**config.mk**
```make
export PLATFORM = sky130hd
export DESIGN_NAME = wind_sway_matrix_generator
export DESIGN_NICKNAME = d
export VERILOG_FILES = /design/src/wsmg_pkg.sv /design/src/wsmg_alu.sv /design/src/wind_sway_matrix_generator.sv
export SDC_FILE = /design/constraint.sdc
export NUM_CORES = 2
export LEC_CHECK = 0
export BUFFER_PORTS_ARGS = -buffer_cell sky130_fd_sc_hd__buf_2
export CAP_MARGIN = 20
export CELL_PAD_IN_SITES_DETAIL_PLACEMENT = 0
export CELL_PAD_IN_SITES_GLOBAL_PLACEMENT = 1
export CORE_ASPECT_RATIO = 0.75
export CORE_MARGIN = 8
export CORE_UTILIZATION = 50
export CTS_BUF_LIST = sky130_fd_sc_hd__clkbuf_4
export DETAILED_ROUTE_END_ITERATION = 7
export PLACE_DENSITY = 0.9
export SLEW_MARGIN = 20
export SYNTH_ARGS = -nofsm -noshare
export SYNTH_HDL_FRONTEND = slang
export SYNTH_SLANG_ARGS = --single-unit
```
**constraint.sdc**
```tcl
create_clock -name clk -period 11.95 [get_ports clk]
set_clock_uncertainty 0.2 [all_clocks]
set_input_delay 1.195 -clock clk [delete_from_list [all_inputs] [get_ports clk]]
set_output_delay 1.195 -clock clk [all_outputs]
set_load 0.01 [all_outputs]
```
**src/wsmg_pkg.sv**
```systemverilog
`timescale 1ns / 1ps
// Shared constants, types and small tables for the wind sway matrix generator.
// Used by wsmg_alu, wind_sway_matrix_generator and wsmg_checker; no dependencies.
package wsmg_pkg;

	localparam int NUM_MATRICES = 4;

	localparam logic [16:0] WS_RESET = 17'd19661;
	localparam logic [16:0] WS_MAX   = 17'd65536;

	// base angle = S * 35 deg in Q32 rad = S * BASE_NUM / BASE_DEN
	localparam logic [63:0] BASE_NUM = 64'd22937600000000;
	localparam logic [35:0] BASE_DEN = 36'd572957795;

	localparam logic [35:0] TWO_PI_Q32  = 36'h6487ED511;
	localparam logic [35:0] HALF_PI_Q32 = 36'h1921FB544;
	localparam logic [32:0] QTR_PI_Q32  = 33'h0C90FDAA2;
	localparam logic [30:0] Q30_ONE     = 31'h40000000;
	localparam logic [35:0] ARG_DIVISOR = 36'd5;

	// serial unit: one multiplier bit or one quotient bit per cycle
	localparam int OPB_W     = 36;
	localparam int MUL_STEPS = OPB_W;
	localparam int DIV_STEPS = 64;
	localparam int CNT_W     = $clog2(DIV_STEPS + 1);

	typedef enum logic {
		ALU_MUL,
		ALU_DIV
	} alu_op_t;

	typedef struct packed {
		logic              go;
		alu_op_t           op;
		logic [63:0]       opa;
		logic [OPB_W-1:0]  opb;
	} alu_req_t;

	typedef struct packed {
		logic busy;
		logic done;
	} alu_sts_t;

	// sway frequencies in hundredths of Hz, x then y
	function automatic logic [4:0] freq_hz100(input logic [1:0] k, input logic sel_y);
		logic [4:0] f;
		unique case (k)
			2'd0:    f = sel_y ? 5'd17 : 5'd15;
			2'd1:    f = sel_y ? 5'd15 : 5'd25;
			2'd2:    f = sel_y ? 5'd5  : 5'd19;
			default: f = sel_y ? 5'd22 : 5'd15;
		endcase
		return f;
	endfunction

	// Horner divisors: sine terms first, then cosine terms
	function automatic logic [5:0] poly_div(input logic [2:0] j);
		logic [5:0] d;
		unique case (j)
			3'd0:    d = 6'd42;
			3'd1:    d = 6'd20;
			3'd2:    d = 6'd6;
			3'd3:    d = 6'd56;
			3'd4:    d = 6'd30;
			3'd5:    d = 6'd12;
			default: d = 6'd2;
		endcase
		return d;
	endfunction

endpackage

```
**src/wsmg_alu.sv**
```systemverilog
`timescale 1ns / 1ps
// Shared bit-serial multiply / divide unit (shift-add, restoring division).
// Depends on wsmg_pkg.
module wsmg_alu import wsmg_pkg::*; (
	input  logic             clk,
	input  logic             arst_n,
	input  alu_req_t         req,
	output alu_sts_t         sts,
	output logic [63:0]      res,
	output logic [OPB_W-1:0] rem
);

	logic             busy_q;
	logic             done_q;
	alu_op_t          op_q;
	logic [CNT_W-1:0] cnt_q;

	logic [63:0]      res_q;
	logic [63:0]      mc_q;
	logic [OPB_W-1:0] opb_q;
	logic [OPB_W-1:0] rem_q;

	logic [OPB_W:0]   trial;
	logic             ge;

	assign trial = {rem_q, res_q[63]};
	assign ge    = (trial >= {1'b0, opb_q});

	always_ff @(posedge clk or negedge arst_n) begin
		if (!arst_n) begin
			busy_q <= 1'b0;
			done_q <= 1'b0;
			op_q   <= ALU_MUL;
			cnt_q  <= '0;
		end else if (req.go) begin
			busy_q <= 1'b1;
			done_q <= 1'b0;
			op_q   <= req.op;
			cnt_q  <= (req.op == ALU_MUL) ? CNT_W'(MUL_STEPS) : CNT_W'(DIV_STEPS);
		end else if (busy_q) begin
			cnt_q <= cnt_q - 1'b1;
			if (cnt_q == CNT_W'(1)) begin
				busy_q <= 1'b0;
				done_q <= 1'b1;
			end
		end else begin
			done_q <= 1'b0;
		end
	end

	always_ff @(posedge clk) begin
		if (req.go) begin
			res_q <= (req.op == ALU_MUL) ? 64'd0 : req.opa;
			mc_q  <= req.opa;
			opb_q <= req.opb;
			rem_q <= '0;
		end else if (busy_q) begin
			unique case (op_q)
				ALU_MUL: begin
					if (opb_q[0])
						res_q <= res_q + mc_q;
					mc_q  <= {mc_q[62:0], 1'b0};
					opb_q <= {1'b0, opb_q[OPB_W-1:1]};
				end
				ALU_DIV: begin
					rem_q <= ge ? OPB_W'(trial - {1'b0, opb_q}) : trial[OPB_W-1:0];
					res_q <= {res_q[62:0], ge};
				end
			endcase
		end
	end

	assign sts.busy = busy_q;
	assign sts.done = done_q;
	assign res      = res_q;
	assign rem      = rem_q;

endmodule

```
**src/wind_sway_matrix_generator.sv**
```systemverilog
`timescale 1ns / 1ps
// Wind sway matrix generator: one time stamp in, four sway rotation results out.
// Depends on wsmg_pkg and wsmg_alu.
//
// Each accepted time word (unsigned Q16.16 seconds) advances four phase timers
// by the wrapped time difference, rescales them by old/new strength when the
// wind strength changed and is nonzero, and then produces one result word per
// matrix (index 0..3, last_matrix set on index 3) carrying eight signed Q1.14
// entries of the x-then-y sway rotation. All multiplies and divides run through a
// single shared serial unit that retires one multiplier bit or one quotient bit
// per clock. One sine/cosine evaluation is 9 divides and 9 multiplies; one
// matrix needs four of them plus ten multiplies and two divides, with one more
// multiply and divide when the timers are rescaled. The pace of a tick is set
// by that serial unit, plus any time a finished result waits on out_stall.
// The block takes one time word at a time (in_stall is high from acceptance
// until the last result of the tick has been placed in the output register);
// the output register lets the next matrix be computed while a result waits.
// wind_strength is to be written through cfg_we/cfg_data only while idle; the
// block itself does not enforce this. Values above 65536 are stored as 65536.
// Strength zero gives identity matrices.
module wind_sway_matrix_generator import wsmg_pkg::*; (
	input  logic               clk,
	input  logic               arst_n,
	input  logic               cfg_we,
	input  logic [16:0]        cfg_data,
	input  logic               in_valid,
	output logic               in_stall,
	input  logic [31:0]        time_now,
	output logic               out_valid,
	input  logic               out_stall,
	output logic [1:0]         matrix_index,
	output logic               last_matrix,
	output logic signed [15:0] cos_y,
	output logic signed [15:0] neg_sin_y,
	output logic signed [15:0] sinx_siny,
	output logic signed [15:0] cos_x,
	output logic signed [15:0] sinx_cosy,
	output logic signed [15:0] siny_cosx,
	output logic signed [15:0] neg_sin_x,
	output logic signed [15:0] cosx_cosy
);

	typedef enum logic [4:0] {
		IDLE,
		BASE_MUL,
		BASE_DIV,
		T_ADD,
		RS_MUL,
		RS_DIV,
		ARG_MUL1,
		ARG_MUL2,
		ARG_DIV,
		ARG_DONE,
		SW_MUL,
		SW_DONE,
		PR_MUL,
		EMIT,
		SC_MOD,
		SC_QUAD,
		SC_X2,
		SC_PMUL,
		SC_PDIV,
		SC_SMUL,
		SC_FIN
	} state_t;

	function automatic logic [31:0] mag32(input logic signed [31:0] v);
		return v[31] ? 32'(-v) : 32'(v);
	endfunction

	// Q30 to Q1.14, half away from zero
	function automatic logic signed [15:0] to_q14(input logic signed [31:0] v);
		logic [31:0] m;
		logic [31:0] r;
		m = mag32(v);
		r = (m + 32'd32768) >> 16;
		return v[31] ? $signed(16'(-r[15:0])) : $signed(r[15:0]);
	endfunction

	// control state
	state_t      state_q;
	logic        pend_q;
	logic [16:0] ws_q;
	logic [31:0] prev_time_q;
	logic [31:0] timer_q [NUM_MATRICES];
	logic [16:0] prev_str_q;
	logic        first_done_q;
	logic [1:0]  k_q;
	logic [1:0]  ph_q;      // 0 arg x, 1 arg y, 2 sway x, 3 sway y
	logic [2:0]  j_q;       // Horner step
	logic [1:0]  pidx_q;    // cross product index
	logic        out_valid_q;

	// datapath
	logic [16:0]        s_q;
	logic [16:0]        old_str_q;
	logic               rescale_q;
	logic [31:0]        delta_q;
	logic [31:0]        base_q;
	logic [31:0]        t_q;
	logic [1:0]         quad_q;
	logic               swap_q;
	logic [29:0]        x_q;
	logic [29:0]        x2_q;
	logic [30:0]        ts_q;
	logic [30:0]        tc_q;
	logic signed [31:0] sc_s_q;
	logic signed [31:0] sc_c_q;
	logic signed [31:0] px_q;
	logic signed [31:0] py_q;
	logic signed [31:0] sx_q;
	logic signed [31:0] cx_q;
	logic signed [31:0] sy_q;
	logic signed [31:0] cy_q;
	logic signed [31:0] pr_q [4];

	logic [1:0]         mi_q;
	logic               last_q;
	logic signed [15:0] cos_y_q;
	logic signed [15:0] neg_sin_y_q;
	logic signed [15:0] sinx_siny_q;
	logic signed [15:0] cos_x_q;
	logic signed [15:0] sinx_cosy_q;
	logic signed [15:0] siny_cosx_q;
	logic signed [15:0] neg_sin_x_q;
	logic signed [15:0] cosx_cosy_q;

	alu_req_t         alu_req;
	alu_sts_t         alu_sts;
	logic [63:0]      alu_res;
	logic [OPB_W-1:0] alu_rem;
	logic             alu_done;
	logic             emit_ok;
	logic             in_take;
	logic             is_last_k;

	logic               op_is;
	alu_op_t            op_sel;
	logic [63:0]        opa_sel;
	logic [OPB_W-1:0]   opb_sel;
	logic signed [31:0] pa;
	logic signed [31:0] pb;
	logic [32:0]        sc_r;
	logic [32:0]        sc_rr;
	logic               sc_swap;
	logic [30:0]        sc_sv;
	logic [30:0]        sc_cv;
	logic [30:0]        poly_cur;
	logic [16:0]        old_eff;

	assign alu_done  = alu_sts.done;
	assign in_stall  = (state_q != IDLE);
	assign in_take   = in_valid && (state_q == IDLE);
	assign emit_ok   = !out_valid_q || !out_stall;
	assign is_last_k = (k_q == 2'(NUM_MATRICES - 1));
	assign old_eff   = first_done_q ? prev_str_q : ws_q;
	assign poly_cur  = (j_q < 3'd3) ? ts_q : tc_q;

	// cross product operands
	always_comb begin
		unique case (pidx_q)
			2'd0:    begin pa = sx_q; pb = sy_q; end
			2'd1:    begin pa = sx_q; pb = cy_q; end
			2'd2:    begin pa = sy_q; pb = cx_q; end
			default: begin pa = cx_q; pb = cy_q; end
		endcase
	end

	// octant fold of the quadrant remainder
	assign sc_r    = alu_rem[32:0];
	assign sc_swap = (sc_r > QTR_PI_Q32);
	assign sc_rr   = sc_swap ? (HALF_PI_Q32[32:0] - sc_r) : sc_r;
	assign sc_sv   = swap_q ? tc_q : ts_q;
	assign sc_cv   = swap_q ? ts_q : tc_q;

	// operation issued to the serial unit in each state
	always_comb begin
		op_is   = 1'b1;
		op_sel  = ALU_MUL;
		opa_sel = '0;
		opb_sel = '0;
		unique case (state_q)
			BASE_MUL: begin opa_sel = BASE_NUM; opb_sel = OPB_W'(s_q); end
			BASE_DIV: begin op_sel = ALU_DIV; opa_sel = alu_res; opb_sel = BASE_DEN; end
			RS_MUL:   begin opa_sel = 64'(t_q); opb_sel = OPB_W'(old_str_q); end
			RS_DIV:   begin op_sel = ALU_DIV; opa_sel = alu_res; opb_sel = OPB_W'(s_q); end
			ARG_MUL1: begin opa_sel = 64'(t_q); opb_sel = OPB_W'(s_q); end
			ARG_MUL2: begin
				opa_sel = alu_res;
				opb_sel = OPB_W'(freq_hz100(k_q, ph_q[0]));
			end
			ARG_DIV:  begin op_sel = ALU_DIV; opa_sel = alu_res; opb_sel = ARG_DIVISOR; end
			SW_MUL:   begin
				opa_sel = 64'(base_q);
				opb_sel = OPB_W'(ph_q[0] ? mag32(py_q) : mag32(px_q));
			end
			PR_MUL:   begin opa_sel = 64'(mag32(pa)); opb_sel = OPB_W'(mag32(pb)); end
			SC_MOD:   begin
				op_sel  = ALU_DIV;
				opa_sel = ph_q[1] ? {30'd0, alu_res[63:30]} : alu_res;
				opb_sel = TWO_PI_Q32;
			end
			SC_QUAD:  begin op_sel = ALU_DIV; opa_sel = 64'(alu_rem); opb_sel = HALF_PI_Q32; end
			SC_X2:    begin opa_sel = 64'(x_q); opb_sel = OPB_W'(x_q); end
			SC_PMUL:  begin opa_sel = 64'(x2_q); opb_sel = OPB_W'(poly_cur); end
			SC_PDIV:  begin
				op_sel  = ALU_DIV;
				opa_sel = {30'd0, alu_res[63:30]};
				opb_sel = OPB_W'(poly_div(j_q));
			end
			SC_SMUL:  begin opa_sel = 64'(x_q); opb_sel = OPB_W'(ts_q); end
			default:  op_is = 1'b0;
		endcase
	end

	assign alu_req.go  = op_is && !pend_q;
	assign alu_req.op  = op_sel;
	assign alu_req.opa = opa_sel;
	assign alu_req.opb = opb_sel;

	wsmg_alu u_alu (
		.clk    (clk),
		.arst_n (arst_n),
		.req    (alu_req),
		.sts    (alu_sts),
		.res    (alu_res),
		.rem    (alu_rem)
	);

	// sequencer
	always_ff @(posedge clk or negedge arst_n) begin
		if (!arst_n) begin
			state_q      <= IDLE;
			pend_q       <= 1'b0;
			ws_q         <= WS_RESET;
			prev_time_q  <= '0;
			for (int i = 0; i < NUM_MATRICES; i++)
				timer_q[i] <= '0;
			prev_str_q   <= '0;
			first_done_q <= 1'b0;
			k_q          <= '0;
			ph_q         <= '0;
			j_q          <= '0;
			pidx_q       <= '0;
			out_valid_q  <= 1'b0;
		end else begin
			if (cfg_we)
				ws_q <= (cfg_data > WS_MAX) ? WS_MAX : cfg_data;
			if (state_q == EMIT && emit_ok)
				out_valid_q <= 1'b1;
			else if (!out_stall)
				out_valid_q <= 1'b0;
			if (alu_req.go)
				pend_q <= 1'b1;
			else if (alu_done)
				pend_q <= 1'b0;

			unique case (state_q)
				IDLE: begin
					if (in_valid) begin
						prev_time_q  <= time_now;
						prev_str_q   <= ws_q;
						first_done_q <= 1'b1;
						k_q          <= '0;
						state_q      <= BASE_MUL;
					end
				end
				BASE_MUL: if (alu_done) state_q <= BASE_DIV;
				BASE_DIV: if (alu_done) state_q <= T_ADD;
				T_ADD: begin
					timer_q[k_q] <= timer_q[k_q] + delta_q;
					ph_q         <= '0;
					state_q      <= rescale_q ? RS_MUL : ARG_MUL1;
				end
				RS_MUL: if (alu_done) state_q <= RS_DIV;
				RS_DIV: begin
					if (alu_done) begin
						timer_q[k_q] <= alu_res[31:0];
						state_q      <= ARG_MUL1;
					end
				end
				ARG_MUL1: if (alu_done) state_q <= ARG_MUL2;
				ARG_MUL2: if (alu_done) state_q <= ARG_DIV;
				ARG_DIV:  if (alu_done) state_q <= SC_MOD;
				ARG_DONE: begin
					ph_q    <= ph_q + 1'b1;
					state_q <= ph_q[0] ? SW_MUL : ARG_MUL1;
				end
				SW_MUL: if (alu_done) state_q <= SC_MOD;
				SW_DONE: begin
					if (ph_q[0]) begin
						pidx_q  <= '0;
						state_q <= PR_MUL;
					end else begin
						ph_q    <= ph_q + 1'b1;
						state_q <= SW_MUL;
					end
				end
				PR_MUL: begin
					if (alu_done) begin
						pidx_q <= pidx_q + 1'b1;
						if (pidx_q == 2'd3)
							state_q <= EMIT;
					end
				end
				EMIT: begin
					if (emit_ok) begin
						k_q     <= k_q + 1'b1;
						state_q <= is_last_k ? IDLE : T_ADD;
					end
				end
				SC_MOD:  if (alu_done) state_q <= SC_QUAD;
				SC_QUAD: begin
					if (alu_done) begin
						j_q     <= '0;
						state_q <= SC_X2;
					end
				end
				SC_X2: if (alu_done) state_q <= SC_PMUL;
				SC_PMUL: if (alu_done) state_q <= SC_PDIV;
				SC_PDIV: begin
					if (alu_done) begin
						j_q     <= j_q + 1'b1;
						state_q <= (j_q == 3'd6) ? SC_SMUL : SC_PMUL;
					end
				end
				SC_SMUL: if (alu_done) state_q <= SC_FIN;
				SC_FIN:  state_q <= ph_q[1] ? SW_DONE : ARG_DONE;
				default: state_q <= IDLE;
			endcase
		end
	end

	// datapath registers
	always_ff @(posedge clk) begin
		if (in_take) begin
			s_q       <= ws_q;
			old_str_q <= old_eff;
			rescale_q <= (ws_q != old_eff) && (ws_q != 17'd0);
			delta_q   <= time_now - prev_time_q;
		end
		if (state_q == BASE_DIV && alu_done)
			base_q <= alu_res[31:0];
		if (state_q == T_ADD)
			t_q <= timer_q[k_q] + delta_q;
		if (state_q == RS_DIV && alu_done)
			t_q <= alu_res[31:0];
		if (state_q == SC_QUAD && alu_done) begin
			quad_q <= alu_res[1:0];
			swap_q <= sc_swap;
			x_q    <= sc_rr[31:2];
			ts_q   <= Q30_ONE;
			tc_q   <= Q30_ONE;
		end
		if (state_q == SC_X2 && alu_done)
			x2_q <= alu_res[59:30];
		if (state_q == SC_PDIV && alu_done) begin
			if (j_q < 3'd3)
				ts_q <= Q30_ONE - alu_res[30:0];
			else
				tc_q <= Q30_ONE - alu_res[30:0];
		end
		if (state_q == SC_SMUL && alu_done)
			ts_q <= alu_res[60:30];
		if (state_q == SC_FIN) begin
			unique case (quad_q)
				2'd0: begin
					sc_s_q <= $signed({1'b0, sc_sv});
					sc_c_q <= $signed({1'b0, sc_cv});
				end
				2'd1: begin
					sc_s_q <= $signed({1'b0, sc_cv});
					sc_c_q <= -$signed({1'b0, sc_sv});
				end
				2'd2: begin
					sc_s_q <= -$signed({1'b0, sc_sv});
					sc_c_q <= -$signed({1'b0, sc_cv});
				end
				default: begin
					sc_s_q <= -$signed({1'b0, sc_cv});
					sc_c_q <= $signed({1'b0, sc_sv});
				end
			endcase
		end
		if (state_q == ARG_DONE) begin
			if (ph_q[0])
				py_q <= sc_c_q;
			else
				px_q <= sc_s_q;
		end
		if (state_q == SW_DONE) begin
			if (ph_q[0]) begin
				sy_q <= py_q[31] ? -sc_s_q : sc_s_q;
				cy_q <= sc_c_q;
			end else begin
				sx_q <= px_q[31] ? -sc_s_q : sc_s_q;
				cx_q <= sc_c_q;
			end
		end
		// full-scale product (1.0 * 1.0) needs bit 60
		if (state_q == PR_MUL && alu_done)
			pr_q[pidx_q] <= (pa[31] ^ pb[31]) ? -$signed({1'b0, alu_res[60:30]})
			                                  : $signed({1'b0, alu_res[60:30]});
		if (state_q == EMIT && emit_ok) begin
			mi_q        <= k_q;
			last_q      <= is_last_k;
			cos_y_q     <= to_q14(cy_q);
			neg_sin_y_q <= to_q14(-sy_q);
			sinx_siny_q <= to_q14(pr_q[0]);
			cos_x_q     <= to_q14(cx_q);
			sinx_cosy_q <= to_q14(pr_q[1]);
			siny_cosx_q <= to_q14(pr_q[2]);
			neg_sin_x_q <= to_q14(-sx_q);
			cosx_cosy_q <= to_q14(pr_q[3]);
		end
	end

	assign out_valid    = out_valid_q;
	assign matrix_index = mi_q;
	assign last_matrix  = last_q;
	assign cos_y        = cos_y_q;
	assign neg_sin_y    = neg_sin_y_q;
	assign sinx_siny    = sinx_siny_q;
	assign cos_x        = cos_x_q;
	assign sinx_cosy    = sinx_cosy_q;
	assign siny_cosx    = siny_cosx_q;
	assign neg_sin_x    = neg_sin_x_q;
	assign cosx_cosy    = cosx_cosy_q;

endmodule

```
==> run metrics <==
PwrDens between 90 and 100 mW/mm²; sequential power share 52.6%; Overflow after GRT 0; PortBufs 186; Final Hold Violating Endpoints 0; switching part of the total power 23.3%; post-detailed-route DRC marker count 3; post-synthesis sequential area ratio 43.8%; I/O pins 187; failing checks design-rule violations; Row Count 124; Synth Area in Adders 3.53%; number of DRC markers in iteration 0 9607; main combinational cell family by area after synthesis compound AO/OA/AOI/OAI gates; CTS Buffer Depth 4; Tcrit/Tclk final 50.9%; Resized cells post-CTS 0; reg2reg start swap_q; Worst setup startpoint swap_q; Via density 6.44; Pint 6420 µW; Pre-antenna DRT Iters 8; #FFs+latches synth 1191; Worst Path Required between 10 and 15 ns; nets@finish 8671; Async SR Flop Fraction 18.6%; Slew headroom 19.0%; Die X 469 µm; Placer Congestion around 0.98; DP Area 0.0795 mm²; Max Freq ~160 MHz; worst setup path end sc_c_q[28]; Worst-Skew Late Latency 1.38 ns; utilization after layout a little under three fifths; end of the worst register-to-register path sc_c_q[28]; Synth Cell Area between 0.07 and 0.08 mm²; dpl hpwl 193000 µm; Mapped Avg Cell Area 9.35 µm²; TritonCTS clock tree done; Netlist cell types around 120; crit path DAT roughly 7.0 ns; Core Area approximately 0.15 mm²; Die Height about 360 µm; max_cap viols 0; Critical Path End Type flop; setup TNS 0 ns; Min-Delay Path Class input pin to flop; Slew @ Worst Pin 1.21 ns; total chip power about 8400 µW; vias in the first global route roughly 63k; max-slew violations 0; Crit Path Class flop to flop; layout cells sized above 1 approximately 12%; multiplexer area fraction after synthesis between 3 and 4%; post-synthesis compound-gate area fraction 18.4%; Post-synth EDFFs 872; first-pass GRT wire length about 400000 µm; hold-critical path depth 2; total track usage a little over 30%; final setup vio count 0; Root Buffer clkbuf_4; CP max FO 51; fin crit period 6.08 ns; CTS H-tree depth 5; Max VDD drop 0.0000824 V; reg2reg setup slack 5.87 ns; clock share of power 46.3%; TritonCTS Buffers 329; Comb power frac 1.1%; Starting Density 50.4%; clock slew at reported path FFs 0.07 ns; RSZ-0062 raised after global routing false; largest net degree at the start of global routing 92; Top FF cell, synth edfxtp_1; WHS a little over 0.1 ns; post-synthesis simple-gate area fraction between 15 and 20%; Worst setup SP type flop; via count roughly 69k; WL/cell 24.8 µm; status finished, violations left; Worst Reg-to-Reg Cells 17; Psw 1950 µW; setup repair bufs after CTS 0; Synthesized Nets 8495; final std cell area, no fill 0.0844 mm²; Ys Warns 0; post-synthesis xor/xnor area fraction 9.04%; Routed Antenna Nets 0; die area between 0.15 and 0.2 mm²; Post-Syn Instances 8231; Filler Cells Inserted 13.7k; area grow syn2layout 9.59%; antenna violations before repair 15; Leakage 0.0344 µW; Total Wirelength 265000 µm; clk sinks 1191
-- per-stage QoR --
step | worst slack [ns] | std cells
6_report | 5.87 | 10700
5_1_grt | 5.50 | 10700
4_1_cts | 6.07 | 10700
3_5_place_dp | 6.03 | 10000
3_3_place_gp | 6.15 | 10000
2_1_floorplan | 3.10 | 8231
-- routing by layer --
metal | track usage [%] | up-vias | wire (µm)
met2 | 40.7 | 4318 | 104000
met4 | 9.67 | 4 | 8320
met5 | 0 | - | 27
li1 | - | 30900 | -
met1 | 45.3 | 33000 | 114000
met3 | 11.1 | 581 | 38400
-- power by group through the flow --
stage	clock, µW	sequential [µW]	combinational, µW
after CTS	3920	4400	88.9
after detailed placement	0	4490	69.9
after global placement	0	4490	68.3
final	3880	4400	89.9
after global routing	4140	4400	100
after floorplan	0	4490	30.7
-- how the worst min path moves through the flow --
stage,start,to
5_1_grt,cfg_we,ws_q[15]
3_5_place_dp,timer_q[22],timer_q[22]
4_1_cts,cfg_we,ws_q[15]
2_1_floorplan,sc_s_q[19],px_q[19]
6_report,cfg_we,ws_q[8]
3_3_place_gp,timer_q[115],timer_q[115]
-- synth_stat cells, drive strengths merged, types with 47 or more instances --
library cell,count,share of area (%)
dfrtp,213,6.9
a22o,57,0.65
a31oi,137,1.1
a221oi,58,0.66
buf,88,0.50
nand2,1063,5.2
o31ai,76,0.78
mux2i,113,1.5
a22oi,120,1.2
and2,61,0.50
dfxtp,98,2.5
or3,105,0.88
xnor2,527,6.0
and3,62,0.50
a211oi,65,0.65
nand3,230,1.5
nor2,559,2.7
a21oi,503,3.3
nor4,97,0.90
ha,205,3.3
xor2,263,3.0
mux2,48,0.71
nand2b,75,0.61
or4,55,0.56
nand4,93,0.77
edfxtp,872,34
nor2b,55,0.45
inv,253,1.2
a21o,93,0.91
o22ai,52,0.44
mux4,60,1.8
nor3,194,1.3
o21ai,716,4.7
clkbuf,432,2.1
or2,47,0.39
-- kinds of logic after synthesis --
logic type      Yosys count
simple gates           2798
compound gates         2239
flops                  1191
xor+xnor                791
buf+inv                 776
mux                     221
fa+ha+maj               215
-- cell usage in the layout (no fill, tap or decap), drive strengths merged, types with 58 or more instances in the layout --
cell type    instances
a21oi              503
xor2               263
or3                105
nand3              230
clkbuf             470
a221oi              58
a211oi              65
dfxtp               98
mux4                60
o21ai              716
inv                259
dlygate4sd3         67
nand2b              75
buf                298
and3                62
nor3               194
o31ai               76
a21o                93
dfrtp              213
nor4                97
mux2i              113
nand4               93
a31oi              137
nand2             1063
edfxtp             872
xnor2              527
and2                61
a22oi              120
clkinv              95
ha                 205
nor2               559
-- state kept, by name, indices dropped and copies added (netlist names), 35 cells and up --
register and count:
u_alu.mc_q 64, u_alu.opb_q 35, timer_q 128, u_alu.res 64
u_alu.rem 36, pr_q 128
-- worst max-delay path: stages (launching register included) --
cell and delay [ns]:
edfxtp_1 0.32, buf_4 0.49, buf_4 0.60, mux2_2 0.43, inv_1 0.12, ha_1 0.24
o21a_1 0.21, nor2b_1 0.46, nor2b_1 0.34, nand2_1 0.30, or3_1 0.54, nor3_1 0.29
and2_1 0.24, nand3_1 0.17, nor2_1 0.18, xnor2_1 0.10, mux4_2 0.46, o21a_1 0.12
-- cell type report --
type | instances | area (µm²) | share of cell area (%)
timing repair buffer | 365 | 2460 | 2.91
inverter | 256 | 963 | 1.14
clock buffer | 470 | 3530 | 4.18
tap | 2016 | 2520 | 2.99
sequential | 1191 | 33700 | 39.9
antenna | 20 | 50.0 | 0.0593
clock inverter | 106 | 637 | 0.755
multi-input combinational | 6264 | 40500 | 48.0
-- what timing repair did --
item	in CTS	in global routing
hold endpoints to repair	139	0
setup endpoints to repair	0	0
hold buffers	67	0
Power figures use the tool's default switching activity.
